`src/sv/load_average_ewma_macros.svh`:
```
// assertion macros shared by the load average modules
// expects clock and reset signals in the scope of each use
`ifndef LOAD_AVERAGE_EWMA_MACROS_SVH
`define LOAD_AVERAGE_EWMA_MACROS_SVH

// condition implies expression in the same cycle
`define LAE_ASSERT_NOW(label, cond, expr, msg) \
   label: assert property (@(posedge clock) disable iff (reset) (cond) |-> (expr)) \
      else $error(msg);

// condition implies expression in the next cycle
`define LAE_ASSERT_NEXT(label, cond, expr, msg) \
   label: assert property (@(posedge clock) disable iff (reset) (cond) |=> (expr)) \
      else $error(msg);

`endif

```
`src/sv/lae_pkg.sv`:
```
// shared types, widths and constants of the load average block
// used by the channel interfaces, controller, datapath and top level
package lae_pkg;

   localparam int NowW      = 32;
   localparam int TaskW     = 16;
   localparam int WantW     = 8;
   localparam int LoadW     = 32;
   localparam int CountW    = 2;
   localparam int IntervalW = 8;

   localparam logic [IntervalW-1:0] IntervalReset = 8'd5;
   localparam logic [CountW-1:0]    MaxCount      = 2'd3;
   localparam logic [1:0]           LaneLast      = 2'd2;

   localparam logic [32:0] QOne  = 33'h1_0000_0000;
   localparam logic [63:0] QHalf = 64'h0000_0000_8000_0000;

   // multiplier operand select
   localparam logic [1:0] MulAccSq = 2'd0;
   localparam logic [1:0] MulSqSq  = 2'd1;
   localparam logic [1:0] MulAvgF  = 2'd2;
   localparam logic [1:0] MulTgtCf = 2'd3;

   typedef struct packed {
      logic       accept;
      logic       lane_init;
      logic       lane_step;
      logic       bit_step;
      logic [1:0] mul_sel;
      logic       load_acc;
      logic       load_sq;
      logic       sum_load;
      logic       avg_write;
      logic       rsp_load;
   } ctrl_cmd_type;

   typedef struct packed {
      logic req_update;
      logic big;
      logic bit_set;
      logic bit_last;
      logic lane_last;
      logic rsp_free;
   } dp_status_type;

   // per-second decay factors in q0.32 for 60, 300 and 900 second windows
   function automatic logic [31:0] per_second(input logic [1:0] lane);
      logic [31:0] f;
      case (lane)
         2'd0:    f = 32'd4223977731;
         2'd1:    f = 32'd4280674573;
         default: f = 32'd4290197760;
      endcase
      return f;
   endfunction

endpackage

```
`src/sv/lae_req_if.sv`:
```
// request channel: time stamp, task count and averages asked for
// depends on lae_pkg for field widths
interface lae_req_if;
   logic                       valid;
   logic                       ready;
   logic [lae_pkg::NowW-1:0]   now_seconds;
   logic [lae_pkg::TaskW-1:0]  task_count;
   logic [lae_pkg::WantW-1:0]  count_wanted;

   modport source(output valid, now_seconds, task_count, count_wanted, input ready);
   modport sink(input valid, now_seconds, task_count, count_wanted, output ready);
endinterface

```
`src/sv/lae_rsp_if.sv`:
```
// response channel: three averages, count given and update flag
// depends on lae_pkg for field widths
interface lae_rsp_if;
   logic                       valid;
   logic                       ready;
   logic [lae_pkg::LoadW-1:0]  load_one;
   logic [lae_pkg::LoadW-1:0]  load_five;
   logic [lae_pkg::LoadW-1:0]  load_fifteen;
   logic [lae_pkg::CountW-1:0] count_given;
   logic                       was_updated;

   modport source(output valid, load_one, load_five, load_fifteen, count_given, was_updated,
                  input ready);
   modport sink(input valid, load_one, load_five, load_fifteen, count_given, was_updated,
                output ready);
endinterface

```
`src/sv/lae_ctrl.sv`:
```
// controller state machine sequencing exponentiation and average mixing
// depends on lae_pkg and load_average_ewma_macros.svh
`include "load_average_ewma_macros.svh"

module lae_ctrl (
   input  logic                   clock,
   input  logic                   reset,
   input  logic                   req_valid,
   output logic                   req_ready,
   input  lae_pkg::dp_status_type status,
   output lae_pkg::ctrl_cmd_type  cmd
);

   localparam logic [3:0] StIdle   = 4'd0;
   localparam logic [3:0] StInit   = 4'd1;
   localparam logic [3:0] StExpMa  = 4'd2;
   localparam logic [3:0] StExpMs  = 4'd3;
   localparam logic [3:0] StExpLs  = 4'd4;
   localparam logic [3:0] StMixA   = 4'd5;
   localparam logic [3:0] StMixB   = 4'd6;
   localparam logic [3:0] StMixC   = 4'd7;
   localparam logic [3:0] StFinish = 4'd8;

   logic [3:0] state_ff;
   logic [3:0] state_in;

   always_comb begin
      state_in  = state_ff;
      cmd       = '0;
      cmd.mul_sel = lae_pkg::MulAccSq;
      req_ready = 1'b0;
      case (state_ff)
         StIdle: begin
            req_ready = 1'b1;
            if (req_valid) begin
               cmd.accept = 1'b1;
               state_in   = status.req_update ? StInit : StFinish;
            end
         end
         StInit: begin
            cmd.lane_init = 1'b1;
            state_in      = status.big ? StMixA : StExpMa;
         end
         StExpMa: begin
            cmd.mul_sel = lae_pkg::MulAccSq;
            state_in    = StExpMs;
         end
         StExpMs: begin
            cmd.mul_sel  = lae_pkg::MulSqSq;
            cmd.load_acc = status.bit_set;
            state_in     = status.bit_last ? StMixA : StExpLs;
         end
         StExpLs: begin
            cmd.load_sq  = 1'b1;
            cmd.bit_step = 1'b1;
            state_in     = StExpMa;
         end
         StMixA: begin
            cmd.mul_sel = lae_pkg::MulAvgF;
            state_in    = StMixB;
         end
         StMixB: begin
            cmd.mul_sel  = lae_pkg::MulTgtCf;
            cmd.sum_load = 1'b1;
            state_in     = StMixC;
         end
         StMixC: begin
            cmd.avg_write = 1'b1;
            if (status.lane_last) begin
               state_in = StFinish;
            end else begin
               cmd.lane_step = 1'b1;
               state_in      = StInit;
            end
         end
         StFinish: begin
            if (status.rsp_free) begin
               cmd.rsp_load = 1'b1;
               state_in     = StIdle;
            end
         end
         default: begin
            state_in = StIdle;
         end
      endcase
   end

   always_ff @(posedge clock) begin
      if (reset) begin
         state_ff <= StIdle;
      end else begin
         state_ff <= state_in;
      end
   end

   `LAE_ASSERT_NOW(a_rsp_load_free, cmd.rsp_load, status.rsp_free, "response loaded while slot busy")
   `LAE_ASSERT_NEXT(a_accept_leaves_idle, req_valid && req_ready, state_ff != StIdle, "stayed idle after accept")

endmodule

```
`src/sv/lae_datapath.sv`:
```
// datapath: interval check, shared 32x32 multiplier, averages and response register
// depends on lae_pkg and load_average_ewma_macros.svh
`include "load_average_ewma_macros.svh"

module lae_datapath #(
   parameter int FRAC_BITS  = 16,
   parameter int DELTA_BITS = 16
) (
   input  logic                               clock,
   input  logic                               reset,
   input  logic                               csr_write_en,
   input  logic [lae_pkg::IntervalW-1:0]      csr_write_data,
   input  logic [lae_pkg::NowW-1:0]           req_now_seconds,
   input  logic [lae_pkg::TaskW-1:0]          req_task_count,
   input  logic [lae_pkg::WantW-1:0]          req_count_wanted,
   input  lae_pkg::ctrl_cmd_type              cmd,
   output lae_pkg::dp_status_type             status,
   input  logic                               rsp_ready,
   output logic                               rsp_valid,
   output logic [lae_pkg::LoadW-1:0]          rsp_load_one,
   output logic [lae_pkg::LoadW-1:0]          rsp_load_five,
   output logic [lae_pkg::LoadW-1:0]          rsp_load_fifteen,
   output logic [lae_pkg::CountW-1:0]         rsp_count_given,
   output logic                               rsp_was_updated
);

   localparam int          CntW     = $clog2(DELTA_BITS);
   localparam logic [32:0] DeltaMax = (33'd1 << DELTA_BITS) - 33'd1;

   logic [lae_pkg::IntervalW-1:0] interval_ff, interval_in;
   logic [31:0]                   last_update_ff, last_update_in;
   logic [DELTA_BITS-1:0]         delta_ff, delta_in;
   logic                          big_ff, big_in;
   logic [31:0]                   target_ff, target_in;
   logic [lae_pkg::CountW-1:0]    given_ff, given_in;
   logic                          updated_ff, updated_in;
   logic [1:0]                    lane_ff, lane_in;
   logic [CntW-1:0]               bit_ff, bit_in;
   logic [32:0]                   acc_ff, acc_in;
   logic [31:0]                   sq_ff, sq_in;
   logic [63:0]                   prod_ff, prod_in;
   logic [63:0]                   sum_ff, sum_in;
   logic [31:0]                   avg_ff [3];
   logic [31:0]                   avg_in [3];
   logic                          rsp_valid_ff, rsp_valid_in;
   logic [31:0]                   one_ff, one_in;
   logic [31:0]                   five_ff, five_in;
   logic [31:0]                   fifteen_ff, fifteen_in;
   logic [lae_pkg::CountW-1:0]    count_ff, count_in;
   logic                          was_ff, was_in;

   logic [31:0] delta;
   logic        update;
   logic [47:0] tgt_wide;
   logic [31:0] mul_a;
   logic [32:0] mul_b;
   logic [63:0] raw_prod;
   logic [63:0] rnd;
   logic [63:0] total;

   // elapsed time and interval test
   always_comb begin
      delta    = req_now_seconds - last_update_ff;
      update   = !delta[31] && (delta >= {24'd0, interval_ff});
      tgt_wide = {32'd0, req_task_count} << FRAC_BITS;
   end

   // shared multiplier, b operand at most 1.0 in q1.32
   always_comb begin
      case (cmd.mul_sel)
         lae_pkg::MulAccSq: begin
            mul_a = sq_ff;
            mul_b = acc_ff;
         end
         lae_pkg::MulSqSq: begin
            mul_a = sq_ff;
            mul_b = {1'b0, sq_ff};
         end
         lae_pkg::MulAvgF: begin
            mul_a = avg_ff[lane_ff];
            mul_b = acc_ff;
         end
         default: begin
            mul_a = target_ff;
            mul_b = lae_pkg::QOne - acc_ff;
         end
      endcase
      raw_prod = mul_a * mul_b[31:0];
      prod_in  = mul_b[32] ? {mul_a, 32'd0} : raw_prod;
      rnd      = prod_ff + lae_pkg::QHalf;
      total    = sum_ff + prod_ff;
   end

   always_comb begin
      interval_in    = csr_write_en ? csr_write_data : interval_ff;
      last_update_in = last_update_ff;
      delta_in       = delta_ff;
      big_in         = big_ff;
      target_in      = target_ff;
      given_in       = given_ff;
      updated_in     = updated_ff;
      lane_in        = lane_ff;
      bit_in         = bit_ff;
      acc_in         = acc_ff;
      sq_in          = sq_ff;
      sum_in         = sum_ff;
      avg_in         = avg_ff;
      rsp_valid_in   = rsp_valid_ff && !rsp_ready;
      one_in         = one_ff;
      five_in        = five_ff;
      fifteen_in     = fifteen_ff;
      count_in       = count_ff;
      was_in         = was_ff;

      if (cmd.accept) begin
         updated_in = update;
         delta_in   = delta[DELTA_BITS-1:0];
         big_in     = {1'b0, delta} > DeltaMax;
         target_in  = (|tgt_wide[47:32]) ? 32'hFFFF_FFFF : tgt_wide[31:0];
         given_in   = (req_count_wanted > {6'd0, lae_pkg::MaxCount}) ?
                      lae_pkg::MaxCount : req_count_wanted[1:0];
         lane_in    = 2'd0;
         if (update) begin
            last_update_in = req_now_seconds;
         end
      end
      if (cmd.lane_init) begin
         acc_in = big_ff ? 33'd0 : lae_pkg::QOne;
         sq_in  = lae_pkg::per_second(lane_ff);
         bit_in = '0;
      end
      if (cmd.lane_step) begin
         lane_in = lane_ff + 2'd1;
      end
      if (cmd.bit_step) begin
         bit_in = bit_ff + CntW'(1);
      end
      if (cmd.load_acc) begin
         acc_in = {1'b0, rnd[63:32]};
      end
      if (cmd.load_sq) begin
         sq_in = rnd[63:32];
      end
      if (cmd.sum_load) begin
         sum_in = rnd;
      end
      if (cmd.avg_write) begin
         avg_in[lane_ff] = total[63:32];
      end
      if (cmd.rsp_load) begin
         rsp_valid_in = 1'b1;
         one_in       = (given_ff != 2'd0) ? avg_ff[0] : 32'd0;
         five_in      = (given_ff > 2'd1) ? avg_ff[1] : 32'd0;
         fifteen_in   = (given_ff == lae_pkg::MaxCount) ? avg_ff[2] : 32'd0;
         count_in     = given_ff;
         was_in       = updated_ff;
      end
   end

   always_ff @(posedge clock) begin
      if (reset) begin
         interval_ff    <= lae_pkg::IntervalReset;
         last_update_ff <= 32'd0;
         avg_ff[0]      <= 32'd0;
         avg_ff[1]      <= 32'd0;
         avg_ff[2]      <= 32'd0;
         lane_ff        <= 2'd0;
         bit_ff         <= '0;
         acc_ff         <= lae_pkg::QOne;
         rsp_valid_ff   <= 1'b0;
      end else begin
         interval_ff    <= interval_in;
         last_update_ff <= last_update_in;
         avg_ff         <= avg_in;
         lane_ff        <= lane_in;
         bit_ff         <= bit_in;
         acc_ff         <= acc_in;
         rsp_valid_ff   <= rsp_valid_in;
      end
   end

   always_ff @(posedge clock) begin
      delta_ff   <= delta_in;
      big_ff     <= big_in;
      target_ff  <= target_in;
      given_ff   <= given_in;
      updated_ff <= updated_in;
      sq_ff      <= sq_in;
      prod_ff    <= prod_in;
      sum_ff     <= sum_in;
      one_ff     <= one_in;
      five_ff    <= five_in;
      fifteen_ff <= fifteen_in;
      count_ff   <= count_in;
      was_ff     <= was_in;
   end

   always_comb begin
      status.req_update = update;
      status.big        = big_ff;
      status.bit_set    = delta_ff[bit_ff];
      status.bit_last   = bit_ff == CntW'(DELTA_BITS - 1);
      status.lane_last  = lane_ff == lae_pkg::LaneLast;
      status.rsp_free   = !rsp_valid_ff || rsp_ready;
   end

   assign rsp_valid        = rsp_valid_ff;
   assign rsp_load_one     = one_ff;
   assign rsp_load_five    = five_ff;
   assign rsp_load_fifteen = fifteen_ff;
   assign rsp_count_given  = count_ff;
   assign rsp_was_updated  = was_ff;

   `LAE_ASSERT_NOW(a_factor_le_one, acc_ff[32], acc_ff[31:0] == 32'd0, "decay factor above one")
   `LAE_ASSERT_NEXT(a_skip_keeps_time, cmd.accept && !update, $stable(last_update_ff), "update time moved without update")

endmodule

```
`src/sv/load_average_ewma.sv`:
```
// top level of the exponential load average block
// depends on lae_pkg, lae_req_if, lae_rsp_if, lae_ctrl and lae_datapath
//
//  channel   direction  handshake          word
//  req_ch    in         valid/ready        now_seconds, task_count, count_wanted
//  rsp_ch    out        valid/ready        load_one/five/fifteen, count_given, was_updated
//  csr_*     in         write enable only  min_interval
//
// an item that does not update goes from accept to the finish state, which loads the response register
// an updating item runs for each average an exponent walk over the delta bits, skipped when delta
// saturates, and then the mixing steps, all on the single shared 32x32 multiplier
// synchronous reset sets min_interval to 5 and clears the averages and update time
// the response register holds its word under stall; a new item is taken meanwhile
// and waits at its end until the previous word has left
module load_average_ewma #(
   parameter int FRAC_BITS  = 16,
   parameter int DELTA_BITS = 16
) (
   input  logic                          clock,
   input  logic                          reset,
   input  logic                          csr_write_en,
   input  logic [lae_pkg::IntervalW-1:0] csr_write_data,
   lae_req_if.sink                       req_ch,
   lae_rsp_if.source                     rsp_ch
);

   lae_pkg::ctrl_cmd_type  cmd;
   lae_pkg::dp_status_type status;

   lae_ctrl u_ctrl (
      .clock     (clock),
      .reset     (reset),
      .req_valid (req_ch.valid),
      .req_ready (req_ch.ready),
      .status    (status),
      .cmd       (cmd)
   );

   lae_datapath #(
      .FRAC_BITS  (FRAC_BITS),
      .DELTA_BITS (DELTA_BITS)
   ) u_datapath (
      .clock            (clock),
      .reset            (reset),
      .csr_write_en     (csr_write_en),
      .csr_write_data   (csr_write_data),
      .req_now_seconds  (req_ch.now_seconds),
      .req_task_count   (req_ch.task_count),
      .req_count_wanted (req_ch.count_wanted),
      .cmd              (cmd),
      .status           (status),
      .rsp_ready        (rsp_ch.ready),
      .rsp_valid        (rsp_ch.valid),
      .rsp_load_one     (rsp_ch.load_one),
      .rsp_load_five    (rsp_ch.load_five),
      .rsp_load_fifteen (rsp_ch.load_fifteen),
      .rsp_count_given  (rsp_ch.count_given),
      .rsp_was_updated  (rsp_ch.was_updated)
   );

endmodule
```
`src/flat_wrapper.sv`:
```
// flat-port wrapper written by rule: the top's interface ports become plain ports
module load_average_ewma_flat 
#(
   parameter int FRAC_BITS  = 16,
   parameter int DELTA_BITS = 16
)
  (clock, reset, csr_write_en, csr_write_data, req_ch_valid, req_ch_now_seconds, req_ch_task_count, req_ch_count_wanted, req_ch_ready, rsp_ch_valid, rsp_ch_load_one, rsp_ch_load_five, rsp_ch_load_fifteen, rsp_ch_count_given, rsp_ch_was_updated, rsp_ch_ready);
  lae_req_if req_ch_i ();
  lae_rsp_if rsp_ch_i ();
  input  logic clock;
  input  logic reset;
  input  logic csr_write_en;
  input  logic [lae_pkg::IntervalW-1:0] csr_write_data;
  input wire logic [$bits(req_ch_i.valid)-1:0] req_ch_valid;
  input wire logic [$bits(req_ch_i.now_seconds)-1:0] req_ch_now_seconds;
  input wire logic [$bits(req_ch_i.task_count)-1:0] req_ch_task_count;
  input wire logic [$bits(req_ch_i.count_wanted)-1:0] req_ch_count_wanted;
  output wire logic [$bits(req_ch_i.ready)-1:0] req_ch_ready;
  output wire logic [$bits(rsp_ch_i.valid)-1:0] rsp_ch_valid;
  output wire logic [$bits(rsp_ch_i.load_one)-1:0] rsp_ch_load_one;
  output wire logic [$bits(rsp_ch_i.load_five)-1:0] rsp_ch_load_five;
  output wire logic [$bits(rsp_ch_i.load_fifteen)-1:0] rsp_ch_load_fifteen;
  output wire logic [$bits(rsp_ch_i.count_given)-1:0] rsp_ch_count_given;
  output wire logic [$bits(rsp_ch_i.was_updated)-1:0] rsp_ch_was_updated;
  input wire logic [$bits(rsp_ch_i.ready)-1:0] rsp_ch_ready;
  assign req_ch_i.valid = req_ch_valid;
  assign req_ch_i.now_seconds = req_ch_now_seconds;
  assign req_ch_i.task_count = req_ch_task_count;
  assign req_ch_i.count_wanted = req_ch_count_wanted;
  assign req_ch_ready = req_ch_i.ready;
  assign rsp_ch_valid = rsp_ch_i.valid;
  assign rsp_ch_load_one = rsp_ch_i.load_one;
  assign rsp_ch_load_five = rsp_ch_i.load_five;
  assign rsp_ch_load_fifteen = rsp_ch_i.load_fifteen;
  assign rsp_ch_count_given = rsp_ch_i.count_given;
  assign rsp_ch_was_updated = rsp_ch_i.was_updated;
  assign rsp_ch_i.ready = rsp_ch_ready;
  load_average_ewma #(.FRAC_BITS(FRAC_BITS), .DELTA_BITS(DELTA_BITS)) u_core (.clock(clock), .reset(reset), .csr_write_en(csr_write_en), .csr_write_data(csr_write_data), .req_ch(req_ch_i), .rsp_ch(rsp_ch_i));
endmodule
```
`config.mk`:
```
export PLATFORM = sky130hd
export DESIGN_NAME = load_average_ewma_flat
export DESIGN_NICKNAME = d
export VERILOG_FILES = /design/src/sv/lae_pkg.sv /design/src/sv/lae_req_if.sv /design/src/sv/lae_rsp_if.sv /design/src/sv/lae_ctrl.sv /design/src/sv/lae_datapath.sv /design/src/sv/load_average_ewma.sv /design/src/flat_wrapper.sv
export VERILOG_INCLUDE_DIRS = /design/src /design/src/sv
export SDC_FILE = /design/constraint.sdc
export NUM_CORES = 2
export LEC_CHECK = 0
export BUFFER_PORTS_ARGS = -buffer_cell sky130_fd_sc_hd__buf_2
export CORE_ASPECT_RATIO = 0.5
export CORE_MARGIN = 5
export CORE_UTILIZATION = 30
export DETAILED_ROUTE_END_ITERATION = 10
export GPL_TIMING_DRIVEN = 0
export PLACE_DENSITY = 0.55
export REMOVE_ABC_BUFFERS = 1
export SLEW_MARGIN = 30
export SYNTH_ARGS = -nofsm -noshare
export SYNTH_HDL_FRONTEND = slang
export SYNTH_SLANG_ARGS = --single-unit
export TNS_END_PERCENT = 30
```
`constraint.sdc`:
```
create_clock -name clock -period 14.5 [get_ports clock]
set_input_delay 1.45 -clock clock [delete_from_list [all_inputs] [get_ports clock]]
set_output_delay 1.45 -clock clock [all_outputs]
set_load 0.02 [all_outputs]
```
==> metrics.cfg <==
[logic_synthesis]
yosys.area_share.xor_xnor = 0.02412
ys_ff_latch = 475
syn_area_um2 = 56280
yosysWarningCount = 0
synth_seq_area_share = 0.2100
ys.flop_type = dfxtp_1
synth_async_sr_flop_share = 0
syn_inst = 6235
yosys.area_share.adder = 0.4017
synth_edf_count = 231
synthMuxAreaShare = 0.01649
yosys.cell_types.count = 89
synth_top_family_by_area = adder cells
synth.avg_cell_area_um2 = 9.027
synth-simple-area-share = 0.1611
synth_compound_area_frac = 0.09861

[drt]
dr.pass1.iters = 6
drc = 0
vias_per_cell = 5.037
drt_iter0_markers = 3888
routedWlPerCell_um = 21.26
postRouteAntennaNets = 0
routed_wl_um = 187300
vias = 44370

[worst_setup_path]
max_stage_delay_ps = 940
critPathKind = flip-flop to flip-flop
cpMaxStageDelayCell = nor3_1
cp-start-kind = flip-flop
regToRegSetupSlack_ps = 2300
crit_path_end_kind = flip-flop
worst_r2r_endpoint = u_core.u_datapath.prod_ff[54]
crit_path_end = u_core.u_datapath.prod_ff[54]
path_common_cell = fa_1
r2r-start = u_core.u_ctrl.state_ff[1]
crit_fanout = 45
required_ps = 14950
rr_worst_depth = 33
arrival_ps = 12660
setup.worst_path.start = u_core.u_ctrl.state_ff[1]

[pwr]
p_total_uw = 6563
p_clk_frac = 0.180
pwr-share-comb = 0.552
p_leak_uw = 0.02849
p_switching_uw = 3149
netSwitchingFraction = 0.4798
power_density_nw_per_um2 = 103.5
ir_worst_vdd_uv = 94.08
seqPwrFrac = 0.268
p_int_uw = 3414

[clock_network]
htreeDepth = 2
cts_setup_buffers = 0
clk_path_buf_depth = 3
clk_transition_reported_paths_ps = 80
post_cts_resized = 0
clk_latency_ps = 610
cts_tree = yes
cts_sinks = 475
cts_hold_buf = 0
cts-root-buf = clkbuf_16
numCtsBuffers = 43

[placement]
io_buffers = 169
pre_cts_slack_ps = 2801
gp_congestion = 0.9545
dp.final_hpwl_um = 150800
dp_cells = 8726

[timing]
relSlewSlack = 0.2642
finClkSkew_ps = 40.57
rsz0062_at_grt = no
fmax_mhz = 81.96
worstMarginPinSlew_ps = 1095
fin_crit_sh = 0.8415
setup_tns_ps = 0
drv_slew = 0
hold_violations = 0
setup_viol = 0
period_minus_slack_ps = 12200
setup_slack_ps = 2298

[floorplanning]
ios = 170
die_area_um2 = 196900
die_w_um = 622.6
core-area_um2 = 186500
start_util = 0.3018
rows = 112
dieHeight_um = 316.3

[finish]
layout-drive-gt1-share = 0.08987
final_cells = 8808
final_common_cell = inv_1
syn_to_final_growth_pct = 12.62
final_net_count = 7601
most-common-layout-cells = 968 x inv_1, 897 x fa_1, 811 x nor2_1, 778 x nand2_1, 372 x ha_1

[global_route]
grt_start_max_net_pins = 98
grt_use_total = 0.1881
antenna_found_initial = 3
grt.overflow.total = 0
grt_pass1_wl_um = 283500
grt_pass1_vias = 45000

[run_status]
outcome = completed

[min_path]
hp-class = flip-flop to flip-flop

[job]
drv_cap = 0

==> metal layers <==
layer  GRT usage  up-vias  routed length [um]
li1            -    19950                   -
met1      0.2475    22510               78670
met2      0.3150     1535               87650
met3     0.02880      365               12590
met4     0.06998        2                8369
met5           0        -                  16
==> worst min path at each step <==
stage | start | to | slack [ps] | cells past startpoint
2_1_floorplan | u_core.u_datapath.updated_ff | u_core.u_datapath.rsp_was_updated | 400 | 0
3_3_place_gp | u_core.u_datapath.updated_ff | u_core.u_datapath.rsp_was_updated | 410 | 0
3_5_place_dp | u_core.u_datapath.updated_ff | u_core.u_datapath.rsp_was_updated | 410 | 0
4_1_cts | u_core.u_datapath.updated_ff | u_core.u_datapath.rsp_was_updated | 430 | 0
5_1_grt | u_core.u_datapath.updated_ff | u_core.u_datapath.rsp_was_updated | 430 | 0
6_report | u_core.u_datapath.updated_ff | u_core.u_datapath.rsp_was_updated | 430 | 0
==> cells by family (layout without fill, tap and decap cells) <==
family | after synthesis | after routing
AO/OA/AOI/OAI | 851 | 851
AND/OR/NAND/NOR | 2097 | 2097
other | 0 | 2
adder cells (fa/ha/maj) | 1269 | 1269
flip-flops | 475 | 475
multiplexers | 86 | 86
buffers and inverters | 1302 | 1365
XOR/XNOR | 155 | 155
==> final cells by class <==
class	instances	area, um2
fillers	19300	123100
inverters	974	3669
repair buffers	311	2943
clock inverters	16	180.2
multi-input cells	4458	40410
flip-flops and latches	475	11830
clock buffers	64	1216
well taps	2508	3138
diodes	2	5.005
==> per-stage QoR <==
| step | utilization | instance area, um2 | hold WS [ps] |
|---|---|---|---|
| floorplan | - | 55000 | 400.3 |
| global placement | 0.3162 | 58980 | 406.9 |
| detailed placement | 0.3323 | 61980 | 413.3 |
| CTS | 0.3398 | 63370 | 432.4 |
| global route | 0.3398 | 63380 | 430.1 |
| finish | 0.3399 | 63390 | 434.1 |
==> power by group through the flow <==
| stage | combinational [uW] | clock (uW) | sequential (uW) |
|---|---|---|---|
| floorplan | 2040 | 0 | 1770 |
| detailed placement | 3580 | 0 | 1780 |
| finish | 3630 | 1180 | 1760 |
| global route | 3910 | 1260 | 1770 |
| CTS | 3600 | 1210 | 1750 |
| global placement | 3300 | 0 | 1800 |
==> registers in the layout (all words and copies together) (netlist names), 4 cells and up <==
signal,cells
u_core.u_datapath.avg_ff,96
u_core.u_datapath.prod_ff,64
u_core.u_datapath.sum_ff,64
u_core.u_datapath.acc_ff,33
u_core.u_datapath.last_update_ff,32
u_core.u_datapath.rsp_load_fifteen,32
u_core.u_datapath.rsp_load_five,32
u_core.u_datapath.rsp_load_one,32
u_core.u_datapath.sq_ff,32
u_core.u_datapath.delta_ff,16
u_core.u_datapath.target_ff,16
u_core.u_datapath.interval_ff,8
u_core.u_ctrl.state_ff,4
u_core.u_datapath.bit_ff,4
==> worst max-delay path: cells and delay by family, from the launching register on <==
| kind | cells | cell delay (ps) |
|---|---|---|
| adders and majority gates | 9 | 4480 |
| buffers and inverters | 7 | 920 |
| xor gates and xnor gates | 1 | 140 |
| and+or+nand+nor | 9 | 3060 |
| AOI/OAI and AO/OA | 7 | 2760 |
| DFF | 1 | 600 |
==> cells in the mapped netlist (all sizes together) (12+ instances only) <==
library cell	number	share of area
nand2	785	0.052
nor4	17	0.0023
nor3	59	0.0054
and4	14	0.0022
o2111ai	19	0.0030
or2	31	0.0035
a31oi	44	0.0049
dfxtp	244	0.087
xnor2	67	0.010
or3	19	0.0022
o21a	20	0.0027
edfxtp	231	0.12
nand3	83	0.0074
a21o	91	0.012
o21ai	139	0.013
clkbuf	297	0.020
o22a	17	0.0026
ha	372	0.083
fa	897	0.32
o22ai	41	0.0046
xor2	88	0.014
inv	973	0.065
a211o	20	0.0031
a22oi	22	0.0029
nand2b	33	0.0037
a21oi	257	0.023
o31ai	12	0.0016
and2	63	0.0070
o21bai	21	0.0028
nor2b	51	0.0057
and3	55	0.0061
nand4	39	0.0043
mux2i	80	0.014
buf	31	0.0031
a211oi	51	0.0070
a22o	16	0.0025
nor2	821	0.055
(Power assumes the default switching activity.)
